==> src/hdl/rcmps_pkg.sv <==
// Shared types, constants and codes of the region column mean profile unit.
package rcmps_pkg;

    localparam int PIX_W      = 8;
    localparam int FRAME_W    = 13;
    localparam int START_W    = 12;
    localparam int COLIDX_W   = 12;
    localparam int MEAN_W     = 16;
    localparam int QUO_W      = 16;
    localparam int NUM_CH     = 4;
    localparam int CH_W       = 2;
    localparam int CFG_DATA_W = 13;
    localparam int CFG_IDX_W  = 3;

    // BT.601 luma: floor((299 R + 587 G + 114 B) / 1000), the divide done as a
    // multiply by ceil(2^28 / 1000) and a shift, exact over the whole range.
    localparam int WSUM_W  = 18;
    localparam int RECIP_W = 19;
    localparam int LUMA_SH = 28;
    localparam logic [9:0] LUMA_WR = 10'd299;
    localparam logic [9:0] LUMA_WG = 10'd587;
    localparam logic [9:0] LUMA_WB = 10'd114;
    localparam logic [RECIP_W-1:0] LUMA_RECIP = 19'd268436;

    localparam logic [FRAME_W-1:0] RST_FRAME_WIDTH  = 13'd4096;
    localparam logic [FRAME_W-1:0] RST_FRAME_HEIGHT = 13'd4096;
    localparam logic [START_W-1:0] RST_ROI_LEFT     = 12'd0;
    localparam logic [START_W-1:0] RST_ROI_TOP      = 12'd0;
    localparam logic [FRAME_W-1:0] RST_ROI_COLUMNS  = 13'd256;
    localparam logic [FRAME_W-1:0] RST_ROI_ROWS     = 13'd256;

    typedef enum logic [CFG_IDX_W-1:0] {
        REG_FRAME_WIDTH  = 3'd0,
        REG_FRAME_HEIGHT = 3'd1,
        REG_ROI_LEFT     = 3'd2,
        REG_ROI_TOP      = 3'd3,
        REG_ROI_COLUMNS  = 3'd4,
        REG_ROI_ROWS     = 3'd5
    } t_reg_idx;

    localparam logic REC_COLUMN = 1'b0;
    localparam logic REC_STAT   = 1'b1;

    localparam logic [CH_W-1:0] CH_RED   = 2'd0;
    localparam logic [CH_W-1:0] CH_GREEN = 2'd1;
    localparam logic [CH_W-1:0] CH_BLUE  = 2'd2;
    localparam logic [CH_W-1:0] CH_LUMA  = 2'd3;

    typedef struct packed {
        logic                record_kind;
        logic [COLIDX_W-1:0] column_index;
        logic [CH_W-1:0]     channel;
        logic [MEAN_W-1:0]   mean_red;
        logic [MEAN_W-1:0]   mean_green;
        logic [MEAN_W-1:0]   mean_blue;
        logic [MEAN_W-1:0]   mean_luma;
        logic [MEAN_W-1:0]   stat_max;
        logic [MEAN_W-1:0]   stat_min;
        logic [MEAN_W-1:0]   stat_avg;
        logic                last;
    } t_rec;

    typedef struct packed {
        logic            clear;
        logic            pix_load;
        logic            div_start;
        logic            div_sel_avg;
        logic            mean_store;
        logic            stat_upd;
        logic            col_rec_load;
        logic            col_next;
        logic            stat_rec_load;
        logic [CH_W-1:0] ch;
    } t_cmd;

    typedef struct packed {
        logic empty;
        logic row_last;
        logic col_last;
        logic div_done;
        logic out_free;
    } t_sts;

    typedef enum logic [3:0] {
        S_PIX,
        S_DRAIN,
        S_DIV_START,
        S_DIV_WAIT,
        S_STAT_UPD,
        S_COL_OUT,
        S_AVG_START,
        S_AVG_WAIT,
        S_STAT_OUT
    } t_state;

endpackage

==> src/hdl/rcmps_div.sv <==
// Restoring divider, one quotient bit per cycle, for quotients known to fit.
module rcmps_div import rcmps_pkg::*; #(
    parameter int DVD_W = 29,
    parameter int DVS_W = 13
) (
    input  logic             i_clk,
    input  logic             i_rst_n,
    input  logic             i_start,
    input  logic [DVD_W-1:0] i_dividend,
    input  logic [DVS_W-1:0] i_divisor,
    output logic             o_done,
    output logic [QUO_W-1:0] o_quot
);

    localparam int CNT_W = $clog2(QUO_W + 1);

    logic [DVS_W-1:0] r_rem, n_rem;
    logic [DVS_W-1:0] r_dvs;
    logic [QUO_W-1:0] r_sh, n_sh;
    logic [CNT_W-1:0] r_cnt;
    logic             r_busy, r_done;
    logic [DVS_W:0]   trial;
    logic             ge;

    // The upper part of the dividend is below the divisor, so the partial
    // remainder always fits the divisor width.
    always_comb begin
        trial = {r_rem, r_sh[QUO_W-1]};
        ge    = trial >= {1'b0, r_dvs};
        n_rem = ge ? DVS_W'(trial - {1'b0, r_dvs}) : DVS_W'(trial);
        n_sh  = {r_sh[QUO_W-2:0], ge};
    end

    always_ff @(posedge i_clk) begin
        if (!i_rst_n) begin
            r_busy <= 1'b0;
            r_done <= 1'b0;
            r_cnt  <= '0;
        end else begin
            r_done <= !i_start && r_busy && (r_cnt == CNT_W'(1));
            if (i_start) begin
                r_busy <= 1'b1;
                r_cnt  <= CNT_W'(QUO_W);
            end else if (r_busy) begin
                r_cnt <= r_cnt - CNT_W'(1);
                if (r_cnt == CNT_W'(1)) begin
                    r_busy <= 1'b0;
                end
            end
        end
    end

    always_ff @(posedge i_clk) begin
        if (i_start) begin
            r_rem <= DVS_W'(i_dividend >> QUO_W);
            r_sh  <= i_dividend[QUO_W-1:0];
            r_dvs <= i_divisor;
        end else if (r_busy) begin
            r_rem <= n_rem;
            r_sh  <= n_sh;
        end
    end

    assign o_done = r_done;
    assign o_quot = r_sh;

endmodule

==> src/hdl/rcmps_dp.sv <==
// Datapath: luma, column sums, position counters, statistics and record register.
module rcmps_dp import rcmps_pkg::*; #(
    parameter int MAX_SIDE = 4096,
    localparam int LEN_W = $clog2(MAX_SIDE + 1)
) (
    input  logic             i_clk,
    input  logic             i_rst_n,
    input  t_cmd             i_cmd,
    output t_sts             o_sts,
    input  logic [LEN_W-1:0] i_cols,
    input  logic [LEN_W-1:0] i_rows,
    input  logic [PIX_W-1:0] i_red,
    input  logic [PIX_W-1:0] i_green,
    input  logic [PIX_W-1:0] i_blue,
    output t_rec             o_rec,
    output logic             o_rec_valid,
    input  logic             i_rec_ready
);

    localparam int CNT_W  = (MAX_SIDE > 2) ? $clog2(MAX_SIDE) : 1;
    localparam int SUM_W  = PIX_W + LEN_W;
    localparam int TOT_W  = MEAN_W + LEN_W;
    localparam int PROD_W = WSUM_W + RECIP_W;

    logic               r_s1_valid;
    logic [PIX_W-1:0]   r_red, r_green, r_blue;
    logic [WSUM_W-1:0]  r_wsum, n_wsum;
    logic [PROD_W-1:0]  prod;
    logic [PIX_W-1:0]   s1_px [NUM_CH];
    logic [CNT_W-1:0]   r_row, r_col;
    logic [SUM_W-1:0]   r_sum   [NUM_CH];
    logic [MEAN_W-1:0]  r_mean  [NUM_CH];
    logic [MEAN_W-1:0]  r_max   [NUM_CH];
    logic [MEAN_W-1:0]  r_min   [NUM_CH];
    logic [TOT_W-1:0]   r_total [NUM_CH];
    t_rec               r_rec, n_rec;
    logic               r_rec_valid;
    logic [TOT_W-1:0]   div_dvd;
    logic [LEN_W-1:0]   div_dvs;
    logic               div_done;
    logic [QUO_W-1:0]   div_quot;

    assign n_wsum = WSUM_W'(LUMA_WR) * WSUM_W'(i_red)
                  + WSUM_W'(LUMA_WG) * WSUM_W'(i_green)
                  + WSUM_W'(LUMA_WB) * WSUM_W'(i_blue);

    assign prod = PROD_W'(r_wsum) * PROD_W'(LUMA_RECIP);

    assign s1_px[0] = r_red;
    assign s1_px[1] = r_green;
    assign s1_px[2] = r_blue;
    assign s1_px[3] = prod[LUMA_SH +: PIX_W];

    assign o_sts.empty    = (i_cols == '0) || (i_rows == '0);
    assign o_sts.row_last = LEN_W'(r_row) == i_rows - LEN_W'(1);
    assign o_sts.col_last = LEN_W'(r_col) == i_cols - LEN_W'(1);
    assign o_sts.div_done = div_done;
    assign o_sts.out_free = !r_rec_valid || i_rec_ready;

    assign div_dvd = i_cmd.div_sel_avg ? r_total[i_cmd.ch] : {r_sum[i_cmd.ch], {PIX_W{1'b0}}};
    assign div_dvs = i_cmd.div_sel_avg ? i_cols : i_rows;

    rcmps_div #(
        .DVD_W (TOT_W),
        .DVS_W (LEN_W)
    ) u_div (
        .i_clk      (i_clk),
        .i_rst_n    (i_rst_n),
        .i_start    (i_cmd.div_start),
        .i_dividend (div_dvd),
        .i_divisor  (div_dvs),
        .o_done     (div_done),
        .o_quot     (div_quot)
    );

    // Next record: a column record, a channel statistics record, or unchanged.
    always_comb begin
        n_rec = r_rec;
        if (i_cmd.col_rec_load) begin
            n_rec              = '0;
            n_rec.record_kind  = REC_COLUMN;
            n_rec.column_index = COLIDX_W'(r_col);
            n_rec.channel      = CH_RED;
            n_rec.mean_red     = r_mean[0];
            n_rec.mean_green   = r_mean[1];
            n_rec.mean_blue    = r_mean[2];
            n_rec.mean_luma    = r_mean[3];
        end else if (i_cmd.stat_rec_load) begin
            n_rec             = '0;
            n_rec.record_kind = REC_STAT;
            n_rec.channel     = i_cmd.ch;
            n_rec.stat_max    = r_max[i_cmd.ch];
            n_rec.stat_min    = r_min[i_cmd.ch];
            n_rec.stat_avg    = div_quot;
            n_rec.last        = i_cmd.ch == CH_LUMA;
        end
    end

    always_ff @(posedge i_clk) begin
        if (!i_rst_n) begin
            r_s1_valid  <= 1'b0;
            r_row       <= '0;
            r_col       <= '0;
            r_rec_valid <= 1'b0;
            for (int c = 0; c < NUM_CH; c++) begin
                r_sum[c]   <= '0;
                r_max[c]   <= '0;
                r_min[c]   <= '0;
                r_total[c] <= '0;
            end
        end else begin
            r_s1_valid <= i_cmd.pix_load && !i_cmd.clear;

            if (i_cmd.clear) begin
                r_row <= '0;
            end else if (i_cmd.pix_load) begin
                r_row <= o_sts.row_last ? '0 : r_row + CNT_W'(1);
            end

            if (i_cmd.clear) begin
                r_col <= '0;
            end else if (i_cmd.col_next) begin
                r_col <= r_col + CNT_W'(1);
            end

            for (int c = 0; c < NUM_CH; c++) begin
                if (i_cmd.clear || i_cmd.stat_upd) begin
                    r_sum[c] <= '0;
                end else if (r_s1_valid) begin
                    r_sum[c] <= r_sum[c] + SUM_W'(s1_px[c]);
                end

                if (i_cmd.clear) begin
                    r_max[c]   <= '0;
                    r_min[c]   <= '0;
                    r_total[c] <= '0;
                end else if (i_cmd.stat_upd) begin
                    if (r_mean[c] > r_max[c]) r_max[c] <= r_mean[c];
                    if (r_col == '0 || r_mean[c] < r_min[c]) r_min[c] <= r_mean[c];
                    r_total[c] <= r_total[c] + TOT_W'(r_mean[c]);
                end
            end

            if (i_cmd.col_rec_load || i_cmd.stat_rec_load) begin
                r_rec_valid <= 1'b1;
            end else if (i_rec_ready) begin
                r_rec_valid <= 1'b0;
            end
        end
    end

    always_ff @(posedge i_clk) begin
        if (i_cmd.pix_load) begin
            r_red   <= i_red;
            r_green <= i_green;
            r_blue  <= i_blue;
            r_wsum  <= n_wsum;
        end

        if (i_cmd.mean_store) begin
            r_mean[i_cmd.ch] <= div_quot;
        end

        r_rec <= n_rec;
    end

    assign o_rec       = r_rec;
    assign o_rec_valid = r_rec_valid;

endmodule

==> config.mk <==
export PLATFORM = sky130hd
export DESIGN_NAME = rcmps_dp
export DESIGN_NICKNAME = d
export VERILOG_FILES = /design/src/hdl/rcmps_pkg.sv /design/src/hdl/rcmps_div.sv /design/src/hdl/rcmps_dp.sv
export SDC_FILE = /design/constraint.sdc
export NUM_CORES = 2
export LEC_CHECK = 0
export BUFFER_PORTS_ARGS = -buffer_cell sky130_fd_sc_hd__buf_2
export CAP_MARGIN = 25
export CORE_ASPECT_RATIO = 2
export CORE_MARGIN = 2
export CORE_UTILIZATION = 40
export CTS_CLUSTER_DIAMETER = 30
export DETAILED_ROUTE_END_ITERATION = 6
export GPL_TIMING_DRIVEN = 0
export HOLD_SLACK_MARGIN = 0.03
export PLACE_DENSITY = 0.6
export SLEW_MARGIN = 5
export SYNTH_ARGS = -nofsm -noshare
export SYNTH_HDL_FRONTEND = slang
export SYNTH_SLANG_ARGS = --single-unit
export TNS_END_PERCENT = 1
==> constraint.sdc <==
create_clock -name i_clk -period 14.9 [get_ports i_clk]
set_input_delay 2.235 -clock i_clk [delete_from_list [all_inputs] [get_ports i_clk]]
set_output_delay 2.235 -clock i_clk [all_outputs]
set_load 0.02 [all_outputs]
### Word-level counts from Yosys, hierarchy flattened

Memories as Yosys holds them, arrays and structs flattened.
Index checks and enable logic that the tools add are counted.

* memory bits (writable): 392
* word-level logic and storage cells: 225
* bits in registers: 245
* output and inout port bits: 134
* memories: 5
* input bits: 64

Memory list
* r_total: words 4, width 29, rd ports 5, clocked after Yosys merged registers in 0, write ports 4, RTL line rcmps_dp.sv:35 `logic [TOT_W-1:0] r_total [NUM_CH];`
* r_sum: words 4, width 21, rd ports 5, clocked after Yosys merged registers in 0, write ports 4, RTL line rcmps_dp.sv:31 `logic [SUM_W-1:0] r_sum [NUM_CH];`
* r_max: words 4, width 16, rd ports 5, clocked after Yosys merged registers in 0, write ports 4, RTL line rcmps_dp.sv:33 `logic [MEAN_W-1:0] r_max [NUM_CH];`
* r_mean: words 4, width 16, rd ports 4, clocked after Yosys merged registers in 0, write ports 1, RTL line rcmps_dp.sv:32 `logic [MEAN_W-1:0] r_mean [NUM_CH];`
* r_min: words 4, width 16, rd ports 5, clocked after Yosys merged registers in 0, write ports 4, RTL line rcmps_dp.sv:34 `logic [MEAN_W-1:0] r_min [NUM_CH];`

* eq/ne operators: 4
* order comparisons: 9
* $add $sub $neg: 16
* bitwise operators: 33
* reductions and logical operators: 22
* $mul: 4
* mux-type cells: 106

Operators by type and width (count)
* 16-bit 2-to-1 mux: 18
* 29-bit 2-to-1 mux: 9
* 127-bit 2-to-1 mux: 2
* 21-bit 2-to-1 mux: 8
* 29-bit by 16-bit adder with 29-bit output: 4
* 21-bit by 8-bit adder with 21-bit output: 4
* 16-bit > comparator: 4
* 16-bit < comparator: 4
* 1-bit 2-to-1 mux: 62
* 13-bit 2-to-1 mux: 4
* 18-bit by 17-bit multiplier with 34-bit output (second input constant): 1
* 1-bit OR: 32
* 12-bit by 13-bit equality test with 1-bit output: 2
* 13-bit logical NOT: 2
* 13-bit by 1-bit subtractor with 13-bit output (second input constant): 2
* 12-bit by 1-bit adder with 12-bit output (second input constant): 2
* 17-bit by 18-bit adder with 18-bit output: 1
* 18-bit by 15-bit adder with 18-bit output: 1
* 10-bit by 8-bit multiplier with 18-bit output (first input constant): 1
* 9-bit by 8-bit multiplier with 17-bit output (first input constant): 1
* 14-bit by 13-bit greater-or-equal comparator with 1-bit output: 1
* 6-bit by 8-bit multiplier with 14-bit output (first input constant): 1
* 13-bit subtractor: 1
* 12-bit logical NOT: 1
* 11 further kinds: 26

### Depth between registers and ports, before layout

An unclocked memory read counts as a cell.

* word-level depth: 9
* mapped depth: 29
* gate-level depth less buffers: 29

### Modules after synthesis

From an unflattened synthesis, not the netlist that was laid out.

* cells, all modules: 3835
* area, all modules: 42954.9 um^2

Modules (own cells, without submodules)
* rcmps_dp: area each 40149.8 um^2, times used 1, cells each 3594, sequential area each 16876.2 um^2
* rcmps_div: area each 2805.2 um^2, times used 1, cells each 241, sequential area each 1401.3 um^2

### Worst setup path before layout

OpenSTA, ideal clock, no wires.

* kind: input to register
* start: input i_blue[0]
* end: register r_wsum[17] (data pin)
* arrival: 7652 ps
* required time: 14640 ps
* setup time: 260 ps
* setup slack: 6988 ps
* stages: 23
* buffers on the path: 0
* cells stage by stage: fa_1 > inv_1 > fa_1 > inv_1 > ha_1 > ha_1 > inv_1 > fa_1 > xnor2_1 > ha_1 > inv_1 > fa_1 > fa_1 > inv_1 > fa_1 > ha_1 > and2_1 > o311a_1 > a2111oi_0 > nor3_1 > a211oi_1 > a21oi_1 > xnor2_1

* longest elaborated chain between the ends: 2

Ends and longest elaborated chain
* from (decl): RTL line rcmps_dp.sv:14 `input logic [PIX_W-1:0] i_blue,`
* 6-bit by 8-bit multiplier with 14-bit output: RTL line rcmps_dp.sv:45 `+ WSUM_W'(LUMA_WB) * WSUM_W'(i_blue);`
* 18-bit by 15-bit adder with 18-bit output: RTL line rcmps_dp.sv:45
* via n_wsum[17]: RTL line rcmps_dp.sv:27 `logic [WSUM_W-1:0] r_wsum, n_wsum;`
* to (signal assigned): RTL line rcmps_dp.sv:157 `r_wsum <= n_wsum;`
* to (decl): RTL line rcmps_dp.sv:27

The timed path passes the listed nets, and every way through them passes these cells.
A chain may end at the register's enable or synchronous reset.

### Worst setup path in the final report

Ends and elaborated chain as after synthesis.

==> flow_summary.html <==
<table>
<tr><th>Metric</th><th>Value</th></tr>
<tr><th colspan="2">Clocking</th></tr>
<tr><td>Clock root buffer</td><td>sky130_fd_sc_hd__clkbuf_16</td></tr>
<tr><td>Clock sink count</td><td>637</td></tr>
<tr><td>CTS max path bufs</td><td>3</td></tr>
<tr><td>Clock edge transition at the registers on the reported setup and hold paths</td><td>about 0.06 ns</td></tr>
<tr><td>Clock buffer count from CTS</td><td>100</td></tr>
<tr><td>Insertion delay of the later-clocked pin in the worst-skew pair</td><td>0.72 ns</td></tr>
<tr><td>Number of buffers added for setup after CTS</td><td>0</td></tr>
<tr><td>H-tree depth</td><td>3</td></tr>
<tr><td>Hold Buf Count CTS</td><td>0</td></tr>
<tr><td>Gates resized, CTS repair</td><td>0</td></tr>
<tr><td>Clock tree from TritonCTS</td><td>yes</td></tr>
<tr><th colspan="2">Critical path</th></tr>
<tr><td>Number of buffers and inverters on the critical path</td><td>6</td></tr>
<tr><td>Most frequent cell on the critical path</td><td>sky130_fd_sc_hd__fa_1</td></tr>
<tr><td>Required time reported for the critical path endpoint</td><td>15.35 ns</td></tr>
<tr><td>Type of destination of the critical path</td><td>register</td></tr>
<tr><td>CP max stage cell</td><td>sky130_fd_sc_hd__fa_1</td></tr>
<tr><td>Cells along the critical path</td><td>buf_2, fa_1, inv_1, fa_1, inv_1, ha_1, ha_1, inv_1, fa_1, xnor2_1, ha_1, inv_1, fa_1, fa_1, inv_1, fa_1, ha_1, and2_1, o311a_1, a2111oi_0, nor3_1, a211oi_1, a21oi_1, xnor2_1</td></tr>
<tr><td>Cell family with the largest share of critical-path delay</td><td>adder cells</td></tr>
<tr><td>Worst EP arrival</td><td>between 8 and 9 ns</td></tr>
<tr><td>Type of the worst setup path</td><td>primary input to register</td></tr>
<tr><td>Startpoint kind of the worst setup timing path</td><td>primary input</td></tr>
<tr><td>Biggest fanout along the worst timing path</td><td>5</td></tr>
<tr><td>Critical path's largest stage delay</td><td>about 0.55 ns</td></tr>
<tr><th colspan="2">Detailed routing</th></tr>
<tr><td>Ratio of routed vias to standard cells</td><td>5.59</td></tr>
<tr><td>Number of design-rule violations left by the first detailed-router iteration</td><td>about 1,800</td></tr>
<tr><td>Antenna viol nets, final</td><td>0</td></tr>
<tr><td>M1 WL</td><td>about 43 mm</td></tr>
<tr><td>Detailed-routed wire length on met2</td><td>76.7 mm</td></tr>
<tr><td>Remaining DRCs</td><td>0</td></tr>
<tr><td>Met3 routed WL</td><td>slightly above 7 mm</td></tr>
<tr><td>DRT Pass-1 Iters</td><td>6</td></tr>
<tr><td>Top routing layer in use</td><td>met5</td></tr>
<tr><td>Number of vias after detailed routing</td><td>32,005</td></tr>
<tr><td>Detailed Route WL</td><td>143 mm</td></tr>
<tr><td>Post-DR wirelength/cell</td><td>between 20 and 25 um</td></tr>
<tr><th colspan="2">Yosys</th></tr>
<tr><td>Most frequently used cell type in the post-synthesis netlist</td><td>sky130_fd_sc_hd__edfxtp_1</td></tr>
<tr><td>Post-Synthesis Cell Area</td><td>around 43,000 um^2</td></tr>
<tr><td>Sequential fraction of the synthesis area</td><td>42.2%</td></tr>
<tr><td>Synth Area per Inst</td><td>about 11 um^2</td></tr>
<tr><td>Synthesized-area fraction occupied by ao, oa, aoi and oai cells</td><td>a little under a tenth</td></tr>
<tr><td>Count of different cell masters after synthesis</td><td>80</td></tr>
<tr><td>Number of warnings reported in the yosys synthesis log</td><td>0</td></tr>
<tr><td>Post-synth EDFFs</td><td>roughly 550</td></tr>
<tr><td>Share of cell area taken by muxes after synthesis</td><td>6.57%</td></tr>
<tr><td>Flip-flop cell with the highest count after synthesis</td><td>sky130_fd_sc_hd__edfxtp_1</td></tr>
<tr><td>Synthesized net count</td><td>~4,600</td></tr>
<tr><td>Dominant combinational cell family by area after synthesis</td><td>adder cells</td></tr>
<tr><td>Post-Synth XOR/XNOR Area</td><td>3.92%</td></tr>
<tr><td>Basic-gate share of the synthesized area counting and, or, nand and nor cells</td><td>12.7%</td></tr>
<tr><td>Leading post-synthesis cells by cell area</td><td>sky130_fd_sc_hd__edfxtp_1, sky130_fd_sc_hd__ha_1, sky130_fd_sc_hd__fa_1</td></tr>
<tr><td>Yosys top cell by area</td><td>sky130_fd_sc_hd__edfxtp_1</td></tr>
<tr><td>Flip-flop and latch count after synthesis</td><td>about 640</td></tr>
<tr><td>Async set-reset flop share out of synthesis</td><td>0%</td></tr>
<tr><td>Mapped Cells</td><td>3,946</td></tr>
<tr><td>Most instantiated cells after synthesis</td><td>sky130_fd_sc_hd__edfxtp_1, sky130_fd_sc_hd__ha_1, sky130_fd_sc_hd__inv_1</td></tr>
<tr><td>Portion of synthesized cell area occupied by the leading cell type</td><td>about two fifths</td></tr>
<tr><td>Synth Area in Adders</td><td>around a fifth</td></tr>
<tr><th colspan="2">Floorplan</th></tr>
<tr><td>Total core area</td><td>107,000 um^2</td></tr>
<tr><td>I/O pin count</td><td>198</td></tr>
<tr><td>Die extent in x</td><td>237 um</td></tr>
<tr><td>Total die area</td><td>~110,000 um^2</td></tr>
<tr><td>Chip Height</td><td>470 um</td></tr>
<tr><td>Initial core utilization</td><td>40.4%</td></tr>
<tr><td>Std-Cell Rows</td><td>170</td></tr>
<tr><th colspan="2">Timing</th></tr>
<tr><td>Timing-limited maximum frequency</td><td>roughly 130 MHz</td></tr>
<tr><td>Number of failing setup endpoints in the final timing report</td><td>0</td></tr>
<tr><td>Worst Tran Pin Value</td><td>1.12 ns</td></tr>
<tr><td>Number of hold-slack violations in the final timing report</td><td>0</td></tr>
<tr><td>Post-route clock period utilization</td><td>between 50% and 60%</td></tr>
<tr><td>Setup slack of the critical path after layout</td><td>6.95 ns</td></tr>
<tr><td>Layout Skew</td><td>0.0523 ns</td></tr>
<tr><td>Final slew viol count</td><td>0</td></tr>
<tr><td>Max transition margin</td><td>between 20% and 30%</td></tr>
<tr><td>Min Tclk post-route</td><td>7.95 ns</td></tr>
<tr><td>Final-layout setup total negative slack</td><td>0 ns</td></tr>
<tr><td>RSZ-0062 raised after global routing</td><td>no</td></tr>
<tr><th colspan="2">Final layout</th></tr>
<tr><td>Area of the multi-input gates</td><td>between 20,000 and 25,000 um^2</td></tr>
<tr><td>Core utilization of the finished layout</td><td>about 46%</td></tr>
<tr><td>Fraction of layout instances using a drive strength above 1</td><td>a little under an eighth</td></tr>
<tr><td>Final Net Count</td><td>slightly below 5,000</td></tr>
<tr><td>Number of filler cells placed in the layout</td><td>between 10,000 and 15,000</td></tr>
<tr><td>Relative area change from synthesis to final layout</td><td>14.6%</td></tr>
<tr><td>Sequential cell area</td><td>18,300 um^2</td></tr>
<tr><td>Final Non-Filler Cells</td><td>around 5,700</td></tr>
<tr><th colspan="2">Placed design</th></tr>
<tr><td>Number of port buffers</td><td>roughly 190</td></tr>
<tr><td>Cell count after placement</td><td>around 5,500</td></tr>
<tr><td>Placed wire-length estimate</td><td>114 mm</td></tr>
<tr><td>Pre-CTS setup slack</td><td>roughly 6.2 ns</td></tr>
<tr><td>Final weighted congestion of routability-driven global placement</td><td>a little under 1</td></tr>
<tr><th colspan="2">Global route</th></tr>
<tr><td>Number of global-route vias before repair</td><td>roughly 33,000</td></tr>
<tr><td>Number of antenna violations at the first check in global routing</td><td>11</td></tr>
<tr><td>Maximum number of pins on one net before global-route repair</td><td>between 50 and 60</td></tr>
<tr><td>First-pass GRT wire length</td><td>slightly above 200 mm</td></tr>
<tr><td>GRT overflow</td><td>0</td></tr>
<tr><td>GRT Total Usage</td><td>roughly a quarter</td></tr>
<tr><th colspan="2">Power and ir drop</th></tr>
<tr><td>Worst voltage drop across the vdd grid</td><td>around 0.00041 V</td></tr>
<tr><td>Power Density</td><td>between 200 and 250 nW/um^2</td></tr>
<tr><td>Final Power</td><td>about 11 mW</td></tr>
<tr><td>Static Leakage</td><td>about 21 nW</td></tr>
<tr><th colspan="2">Min path</th></tr>
<tr><td>Class of the worst hold path</td><td>register to register</td></tr>
<tr><th colspan="2">Outcome</th></tr>
<tr><td>Run status</td><td>complete, no violations</td></tr>
<tr><th colspan="2">Flow run</th></tr>
<tr><td>Max-Cap Viols</td><td>0</td></tr>
</table>
-- report_power, final --
part	switching (mW)	leakage, nW	internal [mW]
clock network	0.970	1.63	1.38
registers	0.216	6.75	2.16
logic	3.56	13.0	2.67
-- metal layers --
| layer | up-vias | track usage, % |
|---|---|---|
| met5 | - | 0 |
| met4 | 16 | 24.8 |
| met3 | 499 | 4.45 |
| met2 | 1102 | 48.7 |
| met1 | 15646 | 22.2 |
| li1 | 14742 | - |
-- through the flow --
step	hold slack (ns)	instance area [um^2]
finish	0.475	49700
global route	0.501	49700
CTS	0.478	49600
detailed placement	0.468	46200
global placement	0.444	46000
floorplan	0.469	43400
-- sequential cells by signal (all words and copies together), names as in the netlist, 13 cells and up --
name	flops
r_max	64
u_div.o_quot	16
u_div.r_dvs	13
r_wsum	18
r_min	64
u_div.r_rem	13
r_mean	64
r_total	116
o_rec	128
r_sum	84
-- cells by family after synthesis --
group / count (synthesis)
flip-flops: 637
adder cells (fa/ha/maj): 615
AO/OA/AOI/OAI: 640
multiplexers: 180
buffers and inverters: 599
AND/OR/NAND/NOR: 1081
XOR/XNOR: 194
-- placed cells by master, fill, tap and decap left out, drive strengths merged, types with 10 or more instances in the layout --
cell / synthesis / final
edfxtp: 552 / 552
inv: 480 / 510
ha: 488 / 488
nor2: 314 / 314
buf: 25 / 232
clkbuf: 94 / 204
a21oi: 184 / 184
nand2: 154 / 154
and2: 152 / 152
o21ai: 146 / 146
fa: 127 / 127
xnor2: 124 / 124
and3: 99 / 99
dfxtp: 85 / 85
a21o: 82 / 82
mux4: 82 / 82
mux2i: 81 / 81
nor3: 75 / 75
xor2: 70 / 70
nand3: 61 / 61
a211oi: 46 / 46
or3: 46 / 46
o21a: 44 / 44
nor2b: 39 / 39
nand2b: 36 / 36
nand4: 35 / 35
clkinv: 0 / 32
a31oi: 28 / 28
o211ai: 20 / 20
nor4: 18 / 18
mux2: 17 / 17
nor3b: 13 / 13
clkinvlp: 0 / 11
or2: 10 / 10
-- worst register-to-register path, delay by kind of cell (launching register included) --
| family | cells | cell delay, ns |
|---|---|---|
| adder cells (fa/ha/maj) | 9 | 3.74 |
| AO/OA/AOI/OAI | 8 | 1.83 |
| AND/OR/NAND/NOR | 7 | 1.24 |
| flip-flops | 1 | 0.58 |
| buffers and inverters | 5 | 0.27 |
-- path summary, 6_finish.rpt --
| kind | startpoint | endpoint | depth (start not counted) | slack (ns) |
|---|---|---|---|---|
| hold reg to reg | o_rec[0]$_SDFFE_PP0P_ | o_rec[0]$_SDFFE_PP0P_ | 2 | 0.48 |
| hold / removal | o_rec[0]$_SDFFE_PP0P_ | o_rec[0]$_SDFFE_PP0P_ | 2 | 0.48 |
| setup / recovery | i_blue[0] | r_wsum[17]$_DFFE_PP_ | 24 | 6.95 |
| setup reg to reg | r_wsum[6]$_DFFE_PP_ | r_sum[3][16]$_SDFFCE_PN0P_ | 29 | 7.12 |
-- cell type report --
cell class / count / area share (%)
sequential: 637 / 36.8
clock inverter: 78 / 1.56
tap: 1376 / 3.46
buffer: 119 / 0.922
timing repair buffer: 207 / 2.43
inverter: 480 / 3.64
antenna: 4 / 0.0201
clock buffer: 110 / 5.22
multi-input combinational: 2710 / 46.0
Power figures use the tool's default switching activity.
